File: src/sv/clls_pkg.sv
// Shared types and constants for the console log line sanitizer.
package clls_pkg;

  // Most result items a single input byte can cause.
  localparam int MaxItems = 5;
  localparam int CountW   = $clog2(MaxItems + 1);

  // Configuration register indexes.
  localparam int CfgIdxW = 1;
  localparam logic [CfgIdxW-1:0] CfgSanitize  = 1'd0;
  localparam logic [CfgIdxW-1:0] CfgTimestamp = 1'd1;

  // Line state codes.
  localparam logic [1:0] LsInit = 2'd0;
  localparam logic [1:0] LsData = 2'd1;
  localparam logic [1:0] LsCr   = 2'd2;
  localparam logic [1:0] LsLf   = 2'd3;

  // Character constants.
  localparam logic [7:0] ChNul   = 8'h00;
  localparam logic [7:0] ChCr    = 8'h0D;
  localparam logic [7:0] ChLf    = 8'h0A;
  localparam logic [7:0] ChTilde = 8'h7E;
  localparam logic [7:0] ChCaret = 8'h5E;
  localparam logic [7:0] ChGrave = 8'h60;
  localparam logic [7:0] ChQuery = 8'h3F;
  localparam logic [7:0] ChAt    = 8'h40;
  localparam logic [6:0] ChSpace = 7'h20;
  localparam logic [6:0] ChDel   = 7'h7F;

  // The result items of one input byte, oldest in slot 0.
  typedef struct packed {
    logic [MaxItems-1:0][7:0] bytes;
    logic [MaxItems-1:0]      ts;
    logic [CountW-1:0]        count;
  } clls_list_t;

endpackage

File: src/sv/console_log_line_sanitizer.sv
// Top level of the console log line sanitizer.
// Throughput: one input item per cycle when each causes at most one result item and the output is not
// stalled; an item that causes more result items (up to five) holds off the next one until its last
// result item moves into the output register.
// Reset: asynchronous, active low; clears the line state to init, both options off, pipeline empty.
module console_log_line_sanitizer (
  input  logic                         clk_i,
  input  logic                         rst_ni,
  input  logic                         cfg_we_i,
  input  logic [clls_pkg::CfgIdxW-1:0] cfg_index_i,
  input  logic                         cfg_data_i,
  input  logic                         in_valid_i,
  output logic                         in_ready_o,
  input  logic [7:0]                   in_byte_i,
  output logic                         out_valid_o,
  input  logic                         out_ready_i,
  output logic [7:0]                   out_byte_o,
  output logic                         timestamp_here_o,
  output logic                         last_o
);

  clls_pkg::clls_list_t list;
  logic                 accept;

  assign accept = in_valid_i && in_ready_o;

  // Decode of the incoming byte against the line state.
  clls_decoder u_decoder (
    .clk_i       (clk_i),
    .rst_ni      (rst_ni),
    .cfg_we_i    (cfg_we_i),
    .cfg_index_i (cfg_index_i),
    .cfg_data_i  (cfg_data_i),
    .accept_i    (accept),
    .in_byte_i   (in_byte_i),
    .list_o      (list)
  );

  // Emission of the decoded items, one per cycle while the output is not stalled.
  clls_emitter u_emitter (
    .clk_i            (clk_i),
    .rst_ni           (rst_ni),
    .in_valid_i       (in_valid_i),
    .in_ready_o       (in_ready_o),
    .list_i           (list),
    .out_valid_o      (out_valid_o),
    .out_ready_i      (out_ready_i),
    .out_byte_o       (out_byte_o),
    .timestamp_here_o (timestamp_here_o),
    .last_o           (last_o)
  );

endmodule

File: src/sv/clls_decoder.sv
// Line state register, configuration registers and byte-to-item-list decode.
module clls_decoder (
  input  logic                           clk_i,
  input  logic                           rst_ni,
  input  logic                           cfg_we_i,
  input  logic [clls_pkg::CfgIdxW-1:0]   cfg_index_i,
  input  logic                           cfg_data_i,
  input  logic                           accept_i,
  input  logic [7:0]                     in_byte_i,
  output clls_pkg::clls_list_t           list_o
);

  logic       sanitize_q;
  logic       timestamp_q;
  logic [1:0] line_state_q;
  logic [1:0] line_state_d;

  // Configuration writes.
  always_ff @(posedge clk_i or negedge rst_ni) begin
    if (!rst_ni) begin
      sanitize_q  <= 1'b0;
      timestamp_q <= 1'b0;
    end else if (cfg_we_i) begin
      unique case (cfg_index_i)
        clls_pkg::CfgSanitize:  sanitize_q  <= cfg_data_i;
        clls_pkg::CfgTimestamp: timestamp_q <= cfg_data_i;
        default: ;
      endcase
    end
  end

  // Line state advances only when an item is taken.
  always_ff @(posedge clk_i or negedge rst_ni) begin
    if (!rst_ni) begin
      line_state_q <= clls_pkg::LsInit;
    end else if (accept_i) begin
      line_state_q <= line_state_d;
    end
  end

  // Build the list of result items for the incoming byte.
  always_comb begin
    clls_pkg::clls_list_t lst;
    logic [6:0] c;
    logic [7:0] pre;
    lst = '0;
    line_state_d = line_state_q;
    c   = in_byte_i[6:0];
    pre = in_byte_i[7] ? clls_pkg::ChTilde : clls_pkg::ChCaret;

    if (!sanitize_q && !timestamp_q) begin
      lst.bytes[lst.count] = in_byte_i;
      lst.count = lst.count + 1'b1;
    end else if (in_byte_i == clls_pkg::ChCr) begin
      if (line_state_q == clls_pkg::LsData) begin
        line_state_d = clls_pkg::LsCr;
      end else if (line_state_q == clls_pkg::LsInit) begin
        if (timestamp_q) begin
          lst.ts[lst.count] = 1'b1;
          lst.count = lst.count + 1'b1;
        end
        line_state_d = clls_pkg::LsCr;
      end
    end else if (in_byte_i == clls_pkg::ChLf) begin
      if (timestamp_q && (line_state_q == clls_pkg::LsInit ||
                          line_state_q == clls_pkg::LsLf)) begin
        lst.ts[lst.count] = 1'b1;
        lst.count = lst.count + 1'b1;
      end
      lst.bytes[lst.count] = clls_pkg::ChCr;
      lst.count = lst.count + 1'b1;
      lst.bytes[lst.count] = clls_pkg::ChLf;
      lst.count = lst.count + 1'b1;
      line_state_d = clls_pkg::LsLf;
    end else if (in_byte_i == clls_pkg::ChNul && (line_state_q == clls_pkg::LsCr ||
                                                  line_state_q == clls_pkg::LsLf)) begin
      // A NUL straight after a line end is dropped.
    end else begin
      if (line_state_q == clls_pkg::LsCr) begin
        lst.bytes[lst.count] = clls_pkg::ChCr;
        lst.count = lst.count + 1'b1;
        lst.bytes[lst.count] = clls_pkg::ChLf;
        lst.count = lst.count + 1'b1;
      end
      if (timestamp_q && line_state_q != clls_pkg::LsData) begin
        lst.ts[lst.count] = 1'b1;
        lst.count = lst.count + 1'b1;
      end
      line_state_d = clls_pkg::LsData;

      if (sanitize_q) begin
        if (c < clls_pkg::ChSpace) begin
          lst.bytes[lst.count] = pre;
          lst.count = lst.count + 1'b1;
          lst.bytes[lst.count] = {1'b0, c} + clls_pkg::ChAt;
          lst.count = lst.count + 1'b1;
        end else if (c == clls_pkg::ChDel) begin
          lst.bytes[lst.count] = pre;
          lst.count = lst.count + 1'b1;
          lst.bytes[lst.count] = clls_pkg::ChQuery;
          lst.count = lst.count + 1'b1;
        end else begin
          if (in_byte_i[7]) begin
            lst.bytes[lst.count] = clls_pkg::ChGrave;
            lst.count = lst.count + 1'b1;
          end
          lst.bytes[lst.count] = {1'b0, c};
          lst.count = lst.count + 1'b1;
        end
      end else begin
        lst.bytes[lst.count] = in_byte_i;
        lst.count = lst.count + 1'b1;
      end
    end
    list_o = lst;
  end

endmodule

File: src/sv/clls_emitter.sv
// Item list register and output register that hand out one item per cycle while the output is not stalled.
module clls_emitter (
  input  logic                  clk_i,
  input  logic                  rst_ni,
  input  logic                  in_valid_i,
  output logic                  in_ready_o,
  input  clls_pkg::clls_list_t  list_i,
  output logic                  out_valid_o,
  input  logic                  out_ready_i,
  output logic [7:0]            out_byte_o,
  output logic                  timestamp_here_o,
  output logic                  last_o
);

  logic [clls_pkg::MaxItems-1:0][7:0] bytes_q;
  logic [clls_pkg::MaxItems-1:0]      ts_q;
  logic [clls_pkg::CountW-1:0]        cnt_q;
  logic                               out_valid_q;
  logic [7:0]                         out_byte_q;
  logic                               ts_out_q;
  logic                               last_q;
  logic                               adv;
  logic                               load;

  // The output register moves when it is empty or being taken.
  assign adv = !out_valid_q || out_ready_i;
  // A new item is taken once the list is drained, or drains this cycle.
  assign in_ready_o = (cnt_q == '0) || (cnt_q == 1'b1 && adv);
  assign load = in_valid_i && in_ready_o && (list_i.count != '0);

  // Output register.
  always_ff @(posedge clk_i or negedge rst_ni) begin
    if (!rst_ni) begin
      out_valid_q <= 1'b0;
    end else if (adv) begin
      out_valid_q <= (cnt_q != '0);
    end
  end

  always_ff @(posedge clk_i) begin
    if (adv && cnt_q != '0) begin
      out_byte_q <= bytes_q[0];
      ts_out_q   <= ts_q[0];
      last_q     <= (cnt_q == 1'b1);
    end
  end

  // List register: loaded from the decoder, shifted down as items leave.
  always_ff @(posedge clk_i or negedge rst_ni) begin
    if (!rst_ni) begin
      cnt_q <= '0;
    end else if (load) begin
      cnt_q <= list_i.count;
    end else if (adv && cnt_q != '0) begin
      cnt_q <= cnt_q - 1'b1;
    end
  end

  always_ff @(posedge clk_i) begin
    if (load) begin
      bytes_q <= list_i.bytes;
      ts_q    <= list_i.ts;
    end else if (adv && cnt_q != '0) begin
      bytes_q <= bytes_q >> 8;
      ts_q    <= ts_q >> 1;
    end
  end

  assign out_valid_o      = out_valid_q;
  assign out_byte_o       = out_byte_q;
  assign timestamp_here_o = ts_out_q;
  assign last_o           = last_q;

endmodule

File: config.mk
export PLATFORM = sky130hd
export DESIGN_NAME = console_log_line_sanitizer
export DESIGN_NICKNAME = d
export VERILOG_FILES = /design/src/sv/clls_pkg.sv /design/src/sv/console_log_line_sanitizer.sv /design/src/sv/clls_decoder.sv /design/src/sv/clls_emitter.sv
export SDC_FILE = /design/constraint.sdc
export NUM_CORES = 1
export LEC_CHECK = 0
export BUFFER_PORTS_ARGS = -buffer_cell sky130_fd_sc_hd__buf_2
export CORE_ASPECT_RATIO = 0.5
export CORE_MARGIN = 2
export CORE_UTILIZATION = 55
export DETAILED_ROUTE_END_ITERATION = 12
export HOLD_SLACK_MARGIN = 0.06
export PLACE_DENSITY_LB_ADDON = 0.25
export SYNTH_ARGS = -nofsm -noshare
export SYNTH_HDL_FRONTEND = slang
export SYNTH_SLANG_ARGS = --single-unit
File: constraint.sdc
create_clock -name clk_i -period 4.4 [get_ports clk_i]
set_input_delay 0.88 -clock clk_i [delete_from_list [all_inputs] [get_ports clk_i]]
set_output_delay 0.88 -clock clk_i [all_outputs]
set_load 0.03 [all_outputs]
==> metrics.cfg, run 1 <==
[pwr]
power_density_nw_per_um2=692
ir_drop_mv=0.299
power.total_mw=3.34
p_leak_nw=1.88

[timing]
worst-slew-pin-transition_ns=0.746
post-route-period-util_pct=89.2
slew_headroom_pct=49.6
rsz0062_at_grt=no
finalSetupViolations=0
fmax_ghz=0.255
setup-tns-final_ns=0
report.final.slew_viol_count=0
finClkSkew_ns=0.00587
min_period_ns=3.93
hold_viol=0
whs_ns=0.377
setup_slack_ns=0.475

[worst_setup_path]
required_ns=4.48
end_kind=flop
slowest_stage=ha_1
cp_max_fo=13
cp-start-kind=flop
worst_path_most_repeated_cell=ha_1
criticalPathCategory=flop to flop
cp_data_arrival_time_ns=4.01
crit_chain=inv_1 -> ha_1 -> nand2b_1 -> ha_1 -> nand2_1 -> o21ai_0 -> ha_1 -> a21o_1 -> o221ai_1 -> mux2i_1 -> o21a_1 -> o21ai_4 -> buf_4 -> o41ai_1
slowest_delay_ns=0.54

[clock_tree]
cts.sinks=61
htreeDepth=3
clock_latency_ns=0.34
clk_pin_slew_ns=0.05
cts_hold_buf=0
root_buffer=clkbuf_16
clockBufferDepth=2
cts_resized=0
cts_setup_buffers=0
cts_made_buffers=9
cts_tree=done

[die]
chipWidth_um=129
core-area_um2=7460
fp-row-count=22
die_area_um2=8620
start_util_pct=57.9
die-height_um=66.7
io_pins=27

[place]
dpl_worst_slack_ns=0.549
gp_congestion=0.986
port_buffers=26
postPlaceCellArea_um2=4530
placedCellCount=595
dpl.hpwl_mm=8.40

[synthesis]
synth-seq-area-share_pct=41.5
synth_edf_count=53
yosysWarnings=0
yosys.area_share.adder_pct=4.63
yosys.area_share.simple_pct=18.3
ys_async_sr_fraction_pct=13.1
synth_mux_area_share_pct=1.71
netlist_area_um2=4320
synth_top_family_by_area=compound AO/OA/AOI/OAI gates
synth_area_leaders=edfxtp_1, nand2_1, o21ai_0
yosysTopAreaCell=edfxtp_1
syn_nets=513
synth_xor_area_share_pct=0.811
ys_ff_latch=61
synth_top_cell_area_share_pct=36.8
syn_inst=482
ys_types=71
synth_compound_area_share_pct=27.4
syn_area_per_cell_um2=8.96
ys.flop_type=edfxtp_1

[run_status]
status=finished clean

[routing]
drcViolationCount=0
drt_iter0_markers=570
wl_per_cell_um=19.8
drt-pass1-iter-count=5
dr_total_vias=4035
postRouteAntennaNets=0
routed_wl_mm=12.1
viasPerCell=6.60

[global_route]
track_usage_pct=29.9
grt_start_max_net_pins=44
grt_pass1_wl_mm=19.4
antenna_found_initial=0
grt_pass1_vias=3652
grt_overflow=0

[final_layout]
diodes=0
nFillCells=621
nets=529
layout-drive-gt1-share_pct=14.9
instances_no_fill=611
postLayoutCoreUtil_pct=64.8
fin_area_um2=4830
area_delta_synth_final_pct=11.8
final_common_cell=nand2_1
final_cell_mix=nand2_1, edfxtp_1, o21ai_0

[flow_run]
maxCapViolCount=0

[hold_path]
hold_class=input pin to asynchronous set/reset pin

## report_power, final
group | total [mW] | switching [mW] | internal (mW)
Clock | 0.703 | 0.264 | 0.439
Combinational | 1.49 | 1.01 | 0.487
Sequential | 1.14 | 0.101 | 1.04
## kinds of logic after synthesis
logic type | Yosys count
AOI/OAI and AO/OA | 176
and+or+nand+nor | 164
DFF | 61
buffers and inverters | 53
adders and majority gates | 16
muxes | 7
xor gates and xnor gates | 4
other | 1
## worst paths after layout
| check | slack, ns | cells past startpoint | to | start |
|---|---|---|---|---|
| worst max-delay path | 0.47 | 14 | u_emitter.bytes_q[14] | u_decoder.line_state_q[1] |
| worst min-delay path | 0.38 | 1 | u_emitter.out_valid_o | rst_ni |
| worst max register to register | 0.47 | 14 | u_emitter.bytes_q[14] | u_decoder.line_state_q[1] |
| worst min register to register | 0.42 | 0 | u_emitter.out_byte_o[3] | u_emitter.bytes_q[3] |
| max in group asynchronous | 3.85 | 1 | u_decoder.line_state_q[1] | rst_ni |
| min in group clk_i | 0.42 | 0 | u_emitter.out_byte_o[3] | u_emitter.bytes_q[3] |
## cell usage after synthesis (7+ instances only)
cell / instances
a211oi_1: 16
a21o_1: 12
a21oi_1: 39
a31oi_1: 7
buf_2: 13
clkbuf_1: 19
dfrtp_1: 8
edfxtp_1: 53
ha_1: 16
inv_1: 14
nand2_1: 78
nand2b_1: 7
nor2_1: 28
nor3_1: 7
o21ai_0: 42
o41ai_1: 9
## per-layer routing
| metal | vias up | GRT usage [%] | routed length (µm) | share of wire [%] |
|---|---|---|---|---|
| li1 | 1843 | - | - | - |
| met1 | 1867 | 39.7 | 5110 | 42 |
| met2 | 282 | 45.2 | 4990 | 41 |
| met3 | 43 | 11.6 | 1630 | 14 |
| met4 | 0 | 9.65 | 365 | 3.0 |
| met5 | - | 0 | 0 | 0 |
## worst max-delay path: cells and delay by family, from the launching register on
| family | cells | cell delay (ns) |
|---|---|---|
| fa+ha+maj | 3 | 1.00 |
| flops | 1 | 0.40 |
| buf+inv | 2 | 0.32 |
| compound gates | 6 | 1.21 |
| mux | 1 | 0.28 |
| simple gates | 2 | 0.45 |
## flip-flops by register name (all words and copies together) (netlist names)
| register | flops |
|---|---|
| u_emitter.out_valid_o | 1 |
| u_emitter.bytes_q | 40 |
| u_emitter.ts_q | 3 |
| u_emitter.out_byte_o | 8 |
| u_emitter.cnt_q | 3 |
| u_decoder.sanitize_q | 1 |
| u_decoder.line_state_q | 2 |
| u_emitter.last_o | 1 |
| u_decoder.timestamp_q | 1 |
| u_emitter.timestamp_here_o | 1 |
## final cells by class
class | count | area [µm²] | area share [%]
Clock buffer | 9 | 225 | 4.66
Clock inverter | 7 | 73.8 | 1.53
Inverter | 15 | 56.3 | 1.17
Multi-Input combinational cell | 368 | 2290 | 47.4
Sequential cell | 61 | 1790 | 37.1
Tap cell | 108 | 135 | 2.80
Timing Repair Buffer | 43 | 258 | 5.34
No activity file was read; power rests on OpenSTA's default activity.
==> run 2: changes to the inputs <==
--- a/config.mk
+++ b/config.mk
@@ -11,7 +11,7 @@
 export CORE_UTILIZATION = 55
 export DETAILED_ROUTE_END_ITERATION = 12
 export HOLD_SLACK_MARGIN = 0.06
-export PLACE_DENSITY_LB_ADDON = 0.25
+export PLACE_DENSITY = 0.84
 export SYNTH_ARGS = -nofsm -noshare
 export SYNTH_HDL_FRONTEND = slang
 export SYNTH_SLANG_ARGS = --single-unit
==> metrics.cfg, run 2 (synthesis results as in run 1) <==
[routing]
postRouteAntennaNets=0  ; unchanged
dr_total_vias=4091  ; +1.4%
viasPerCell=6.68  ; +1.2%
drcViolationCount=0  ; unchanged
wl_per_cell_um=20.0  ; +0.83%
routed_wl_mm=12.2  ; +0.99%
drt-pass1-iter-count=7  ; +2
drt_iter0_markers=777  ; +36%

[worst_setup_path]
reg2reg_depth=14  ; unchanged
crit_chain=inv_1 -> ha_1 -> nand2b_1 -> ha_1 -> nand2_1 -> o21ai_0 -> ha_1 -> and2_1 -> a211oi_1 -> o21ai_2 -> o21ai_4 -> buf_4 -> a211oi_1 -> a21o_1
slowest_stage=ha_1
cpLargestDelayFamily=compound AO/OA/AOI/OAI gates
worst_path_most_repeated_cell=ha_1
required_ns=4.49  ; about the same
cp_max_fo=34  ; +21
reg2reg_from=u_decoder.line_state_q[1]
cp_data_arrival_time_ns=3.85  ; -0.16 ns
r2r_end=u_emitter.bytes_q[25]
cp-start-kind=flop
r2r_setup_slack_ns=0.63  ; +0.16 ns
criticalPathCategory=flop to flop
end_kind=flop
slowest_delay_ns=0.49  ; -0.05 ns
critical_path_buf_inv_count=2  ; unchanged

[timing]
slew_headroom_pct=50.4  ; +0.88 points
setup_slack_ns=0.631  ; +0.156 ns
fmax_ghz=0.265  ; +4.1%
rsz0062_at_grt=no
min_period_ns=3.77  ; -0.156 ns
worst-slew-pin-transition_ns=0.723  ; -0.0236 ns
hold_viol=0  ; unchanged
post-route-period-util_pct=85.7  ; -3.5 points
setup-tns-final_ns=0  ; unchanged
report.final.slew_viol_count=0  ; unchanged
finalSetupViolations=0  ; unchanged
finClkSkew_ns=0.0102  ; +0.00431 ns

[global_route]
grt_start_max_net_pins=43  ; -2.3%
grt_pass1_wl_mm=19.4  ; +0.25%
antenna_found_initial=0  ; unchanged
grt_overflow=0  ; unchanged
grt_pass1_vias=3796  ; +3.9%
track_usage_pct=30.3  ; +0.37 points

[place]
gp_congestion=1.07  ; +8.1%
dpl_worst_slack_ns=0.756  ; +0.206 ns
placedCellCount=596  ; +0.17%
port_buffers=26  ; unchanged
dpl.hpwl_mm=8.32  ; -0.99%

[clock_tree]
cts_made_buffers=9  ; unchanged
clockBufferDepth=2  ; unchanged
htreeDepth=3  ; unchanged
clk_pin_slew_ns=0.05  ; about the same
root_buffer=clkbuf_16
cts_hold_buf=0  ; unchanged
cts_tree=done
cts_resized=0  ; unchanged
cts.sinks=61  ; unchanged
cts_setup_buffers=0  ; unchanged
clock_latency_ns=0.34  ; about the same

[die]
core-area_um2=7460  ; unchanged
die-height_um=66.7  ; unchanged
fp-row-count=22  ; unchanged
io_pins=27  ; unchanged
chipWidth_um=129  ; unchanged
start_util_pct=57.9  ; unchanged
die_area_um2=8620  ; unchanged

[final_layout]
largest_reg_flops=40  ; unchanged
nets=530  ; +0.19%
layout-drive-gt1-share_pct=15.1  ; +0.17 points
nFillCells=594  ; -4.3%
largest-register=u_emitter.bytes_q
area_delta_synth_final_pct=13.2
final_common_cell=nand2_1
instances_no_fill=612  ; +0.16%
diodes=0  ; unchanged
final_cell_mix=nand2_1, edfxtp_1, o21ai_0

[run_status]
status=finished clean

[pwr]
ir_drop_mv=0.361  ; +21%
power_frac_clock_pct=23.5  ; +2.5 points
p_leak_nw=1.90  ; +1.3%
combPwrFrac_pct=43.6  ; -1.1 points
p_seq_share_pct=32.9  ; -1.3 points
internal-power_mw=2.09  ; +6.1%
power_density_nw_per_um2=712  ; +2.9%
p_sw_mw=1.39  ; +1.3%
swShare_pct=39.9  ; -1.1 points

[hold_path]
hold_class=input pin to asynchronous set/reset pin

[flow_run]
maxCapViolCount=0  ; unchanged

-- run 2: how the worst max path moves through the flow --
stage	from	to	slack, ns	cells after the start
floorplan	u_decoder.line_state_q[0]	u_emitter.bytes_q[0]	0.15	14
global placement	u_decoder.line_state_q[1]	u_emitter.bytes_q[25]	0.87	14
detailed placement	in_byte_i[7]	u_emitter.bytes_q[28]	0.76	11
CTS	u_decoder.line_state_q[1]	u_emitter.bytes_q[25]	0.70	14
global route	u_decoder.line_state_q[1]	u_emitter.bytes_q[25]	0.41	14
finish	u_decoder.line_state_q[1]	u_emitter.bytes_q[25]	0.63	14
-- run 2: power groups by stage --
| stage | Combinational, mW | Sequential (mW) | Clock [mW] |
|---|---|---|---|
| finish | 1.52 | 1.14 | 0.818 |
| global route | 1.64 | 1.17 | 0.850 |
| floorplan | 0.987 | 1.22 | 0 |
| detailed placement | 1.46 | 1.15 | 0 |
| global placement | 1.43 | 1.14 | 0 |
| CTS | 1.48 | 1.14 | 0.827 |
-- run 2: routing by layer --
layer	share of wire [%]	track usage [%]
met1	41	40.4
met2	42	45.0
met3	14	9.88
met4	3.4	13.2
met5	0	3.92
-- run 2: metrics by stage --
step / power, mW / utilization (%) / hold WS (ns) / instance area [µm²]
after floorplan: 2.21 / - / 0.400 / 4320
after global placement: 2.57 / 60.9 / 0.402 / 4540
after detailed placement: 2.61 / 60.9 / 0.405 / 4540
after CTS: 3.44 / 65.5 / 0.376 / 4890
after global routing: 3.67 / 65.5 / 0.382 / 4890
final: 3.48 / 65.5 / 0.373 / 4890
-- run 2: cell type report --
type,count,area [µm²],share of cell area (%)
inverter,15,56.3,1.15
multi-input combinational,368,2290,46.9
clock buffer,9,225,4.61
clock inverter,7,124,2.53
sequential,61,1790,36.7
timing repair buffer,44,265,5.43
tap,108,135,2.76
==> run 3: changes to the inputs <==
--- a/config.mk
+++ b/config.mk
@@ -5,13 +5,14 @@
 export SDC_FILE = /design/constraint.sdc
 export NUM_CORES = 1
 export LEC_CHECK = 0
+export ABC_AREA = 1
 export BUFFER_PORTS_ARGS = -buffer_cell sky130_fd_sc_hd__buf_2
 export CORE_ASPECT_RATIO = 0.5
 export CORE_MARGIN = 2
-export CORE_UTILIZATION = 55
+export CORE_UTILIZATION = 35
 export DETAILED_ROUTE_END_ITERATION = 12
 export HOLD_SLACK_MARGIN = 0.06
-export PLACE_DENSITY = 0.84
+export PLACE_DENSITY = 0.61
 export SYNTH_ARGS = -nofsm -noshare
 export SYNTH_HDL_FRONTEND = slang
 export SYNTH_SLANG_ARGS = --single-unit
==> metrics.cfg, run 3 <==
[routing]
postRouteAntennaNets=0  ; unchanged
wl_per_cell_um=17.3  ; -13%
drt-pass1-iter-count=5  ; -2
dr_total_vias=4294  ; +5.0%
drt_iter0_markers=527  ; -32%
drcViolationCount=0  ; unchanged
viasPerCell=5.37  ; -20%
routed_wl_mm=13.8  ; +13%

[clock_tree]
clock_latency_ns=0.33  ; about the same
cts_made_buffers=9  ; unchanged
htreeDepth=3  ; unchanged
clockBufferDepth=2  ; unchanged
cts_setup_buffers=0  ; unchanged
cts.sinks=61  ; unchanged
root_buffer=clkbuf_16
cts_tree=done
clk_pin_slew_ns=0.05  ; about the same
cts_hold_buf=0  ; unchanged
cts_resized=0  ; unchanged

[synthesis]
netlist_area_um2=4460  ; +3.3%
ys_async_sr_fraction_pct=13.1  ; unchanged
synth_area_leaders=edfxtp_1, nand2_1, o21ai_0
syn_nets=637  ; +24%
syn_inst=606  ; +26%
synth_most_common_cell=nand2_1
ys_ff_latch=61  ; unchanged
synth_common_cells=nand2_1, nor2_1, inv_1
synth_edf_count=53  ; unchanged
synth-seq-area-share_pct=40.1  ; -1.3 points
ys.flop_type=edfxtp_1
yosysWarnings=0  ; unchanged
synth_top_cell_area_share_pct=35.7  ; -1.2 points
syn_area_per_cell_um2=7.36  ; -18%
yosysTopAreaCell=edfxtp_1
ys_types=41  ; -42%

[worst_setup_path]
r2r_end=u_emitter.bytes_q[33]
criticalPathCategory=flop to flop
cpLargestDelayFamily=simple AND/OR/NAND/NOR gates
cp_max_fo=20  ; -41%
reg2reg_depth=19  ; +5
end_kind=flop
cp-start-kind=flop
critical_path_buf_inv_count=4  ; +2
reg2reg_from=u_decoder.line_state_q[0]
slowest_delay_ns=0.41  ; -0.08 ns
required_ns=4.59  ; +0.10 ns
r2r_setup_slack_ns=0.57  ; -0.06 ns
worst_path_most_repeated_cell=inv_1
crit_chain=inv_1 -> ha_1 -> inv_1 -> ha_1 -> inv_1 -> nand2_1 -> o21ai_0 -> inv_1 -> ha_1 -> xor2_1 -> nor2_1 -> nor2_2 -> nor2_4 -> a21oi_4 -> nand2_2 -> nand2_4 -> nor2_2 -> nand2_1 -> nor2_1
slowest_stage=dfrtp_1
cp_data_arrival_time_ns=4.01  ; +0.16 ns

[final_layout]
final_common_cell=nand2_1
largest_reg_flops=40  ; unchanged
final_cell_mix=nand2_1, nor2_1, inv_1
largest-register=u_emitter.bytes_q
layout-drive-gt1-share_pct=11.8  ; -3.3 points
instances_no_fill=799  ; +31%
postLayoutCoreUtil_pct=40.0  ; -26 points
area_delta_synth_final_pct=12.4
nFillCells=1320  ; +120%
fin_area_um2=5020  ; +2.6%
nets=655  ; +24%
diodes=0  ; unchanged

[run_status]
status=finished clean

[timing]
report.final.slew_viol_count=0  ; unchanged
finClkSkew_ns=0.00567  ; -0.00451 ns
setup_slack_ns=0.575  ; -0.0560 ns
setup-tns-final_ns=0  ; unchanged
fmax_ghz=0.261  ; -1.5%
min_period_ns=3.83  ; +0.0560 ns
slew_headroom_pct=45.4  ; -5.1 points
hold_viol=0  ; unchanged
rsz0062_at_grt=no
post-route-period-util_pct=86.9  ; +1.3 points
whs_ns=0.391  ; +0.0180 ns
finalSetupViolations=0  ; unchanged
worst-slew-pin-transition_ns=0.818  ; +0.0956 ns

[flow_run]
maxCapViolCount=0  ; unchanged

[place]
dpl.hpwl_mm=10.0  ; +20%
port_buffers=26  ; unchanged
placedCellCount=783  ; +31%
dpl_worst_slack_ns=0.644  ; -0.111 ns
postPlaceCellArea_um2=4710  ; +3.8%
gp_congestion=1.01  ; -4.9%

[pwr]
ir_drop_mv=0.302  ; -16%
power_density_nw_per_um2=698  ; -1.9%
power.total_mw=3.50  ; +0.73%
p_leak_nw=2.26  ; +19%

[global_route]
grt_overflow=0  ; unchanged
track_usage_pct=21.2  ; -9.1 points
antenna_found_initial=0  ; unchanged
grt_pass1_wl_mm=22.1  ; +14%
grt_start_max_net_pins=34  ; -21%
grt_pass1_vias=4157  ; +9.5%

[die]
start_util_pct=35.5  ; -22 points
die-height_um=83.9  ; +26%
io_pins=27  ; unchanged
die_area_um2=13700  ; +59%
core-area_um2=12600  ; +68%
chipWidth_um=164  ; +27%
fp-row-count=29  ; +32%

[hold_path]
hold_class=input pin to asynchronous set/reset pin

==> run 3: cell count changes after synthesis, sizes merged, moves of 13 or more <==
cell | previous run | this run
nand2 | 78 | 195
inv | 15 | 62
o21ai | 45 | 62
nand3 | 6 | 36
nor2 | 28 | 66
clkbuf | 20 | 7
a211oi | 16 | 2
==> run 3: logic make-up after synthesis <==
kind of cell	count (synthesis)	synth area share, %
AOI/OAI and AO/OA	134	17.6
other	1	0.0840
xor gates and xnor gates	2	0.393
buffers and inverters	87	8.35
and+or+nand+nor	305	28.9
DFF	61	40.1
adders and majority gates	16	4.49
==> run 3: layout make-up <==
class                      instances  area (µm²)  area share (%)
inverter                          62         233            4.64
tap                              170         213            4.24
multi-input combinational        458        2300            45.9
timing repair buffer              32         175            3.49
clock buffer                      12         256            5.11
sequential                        61        1790            35.7
clock inverter                     4        47.5           0.948
==> run 3: worst reg2reg max path, stage by stage (launching register included) <==
cell and delay (ns):
dfrtp_1 0.41, inv_1 0.12, ha_1 0.37, inv_1 0.22, ha_1 0.36, inv_1 0.11, nand2_1 0.05, o21ai_0 0.15
inv_1 0.11, ha_1 0.21, xor2_1 0.16, nor2_1 0.13, nor2_2 0.07, nor2_4 0.13, a21oi_4 0.05, nand2_2 0.10
nand2_4 0.15, nor2_2 0.41, nand2_1 0.23, nor2_1 0.13
==> run 3: worst max path at each step <==
stage / startpoint / cells past startpoint / slack, ns / end
5_1_grt: u_decoder.line_state_q[0] / 19 / 0.18 / u_emitter.bytes_q[33]
3_5_place_dp: u_decoder.line_state_q[0] / 19 / 0.64 / u_emitter.bytes_q[33]
4_1_cts: u_decoder.line_state_q[0] / 19 / 0.63 / u_emitter.bytes_q[33]
6_report: u_decoder.line_state_q[0] / 19 / 0.57 / u_emitter.bytes_q[33]
3_3_place_gp: u_decoder.line_state_q[0] / 19 / 0.77 / u_emitter.bytes_q[31]
2_1_floorplan: u_decoder.line_state_q[0] / 17 / 0.60 / u_emitter.bytes_q[0]
==> run 3: metal layers <==
metal | track usage [%] | wire [µm]
met1 | 28.9 | 6230
met2 | 31.4 | 5890
met3 | 6.81 | 1310
met4 | 8.05 | 399
met5 | 0 | 0
==> run 3: power breakdown <==
| part | internal [mW] | switching (mW) | total, mW | leakage, nW |
|---|---|---|---|---|
| sequential | 1.05 | 0.0863 | 1.14 | 0.633 |
| clock | 0.467 | 0.243 | 0.710 | 0.149 |
| combinational | 0.473 | 1.18 | 1.66 | 1.48 |
| total | 1.99 | 1.51 | 3.50 | 2.26 |
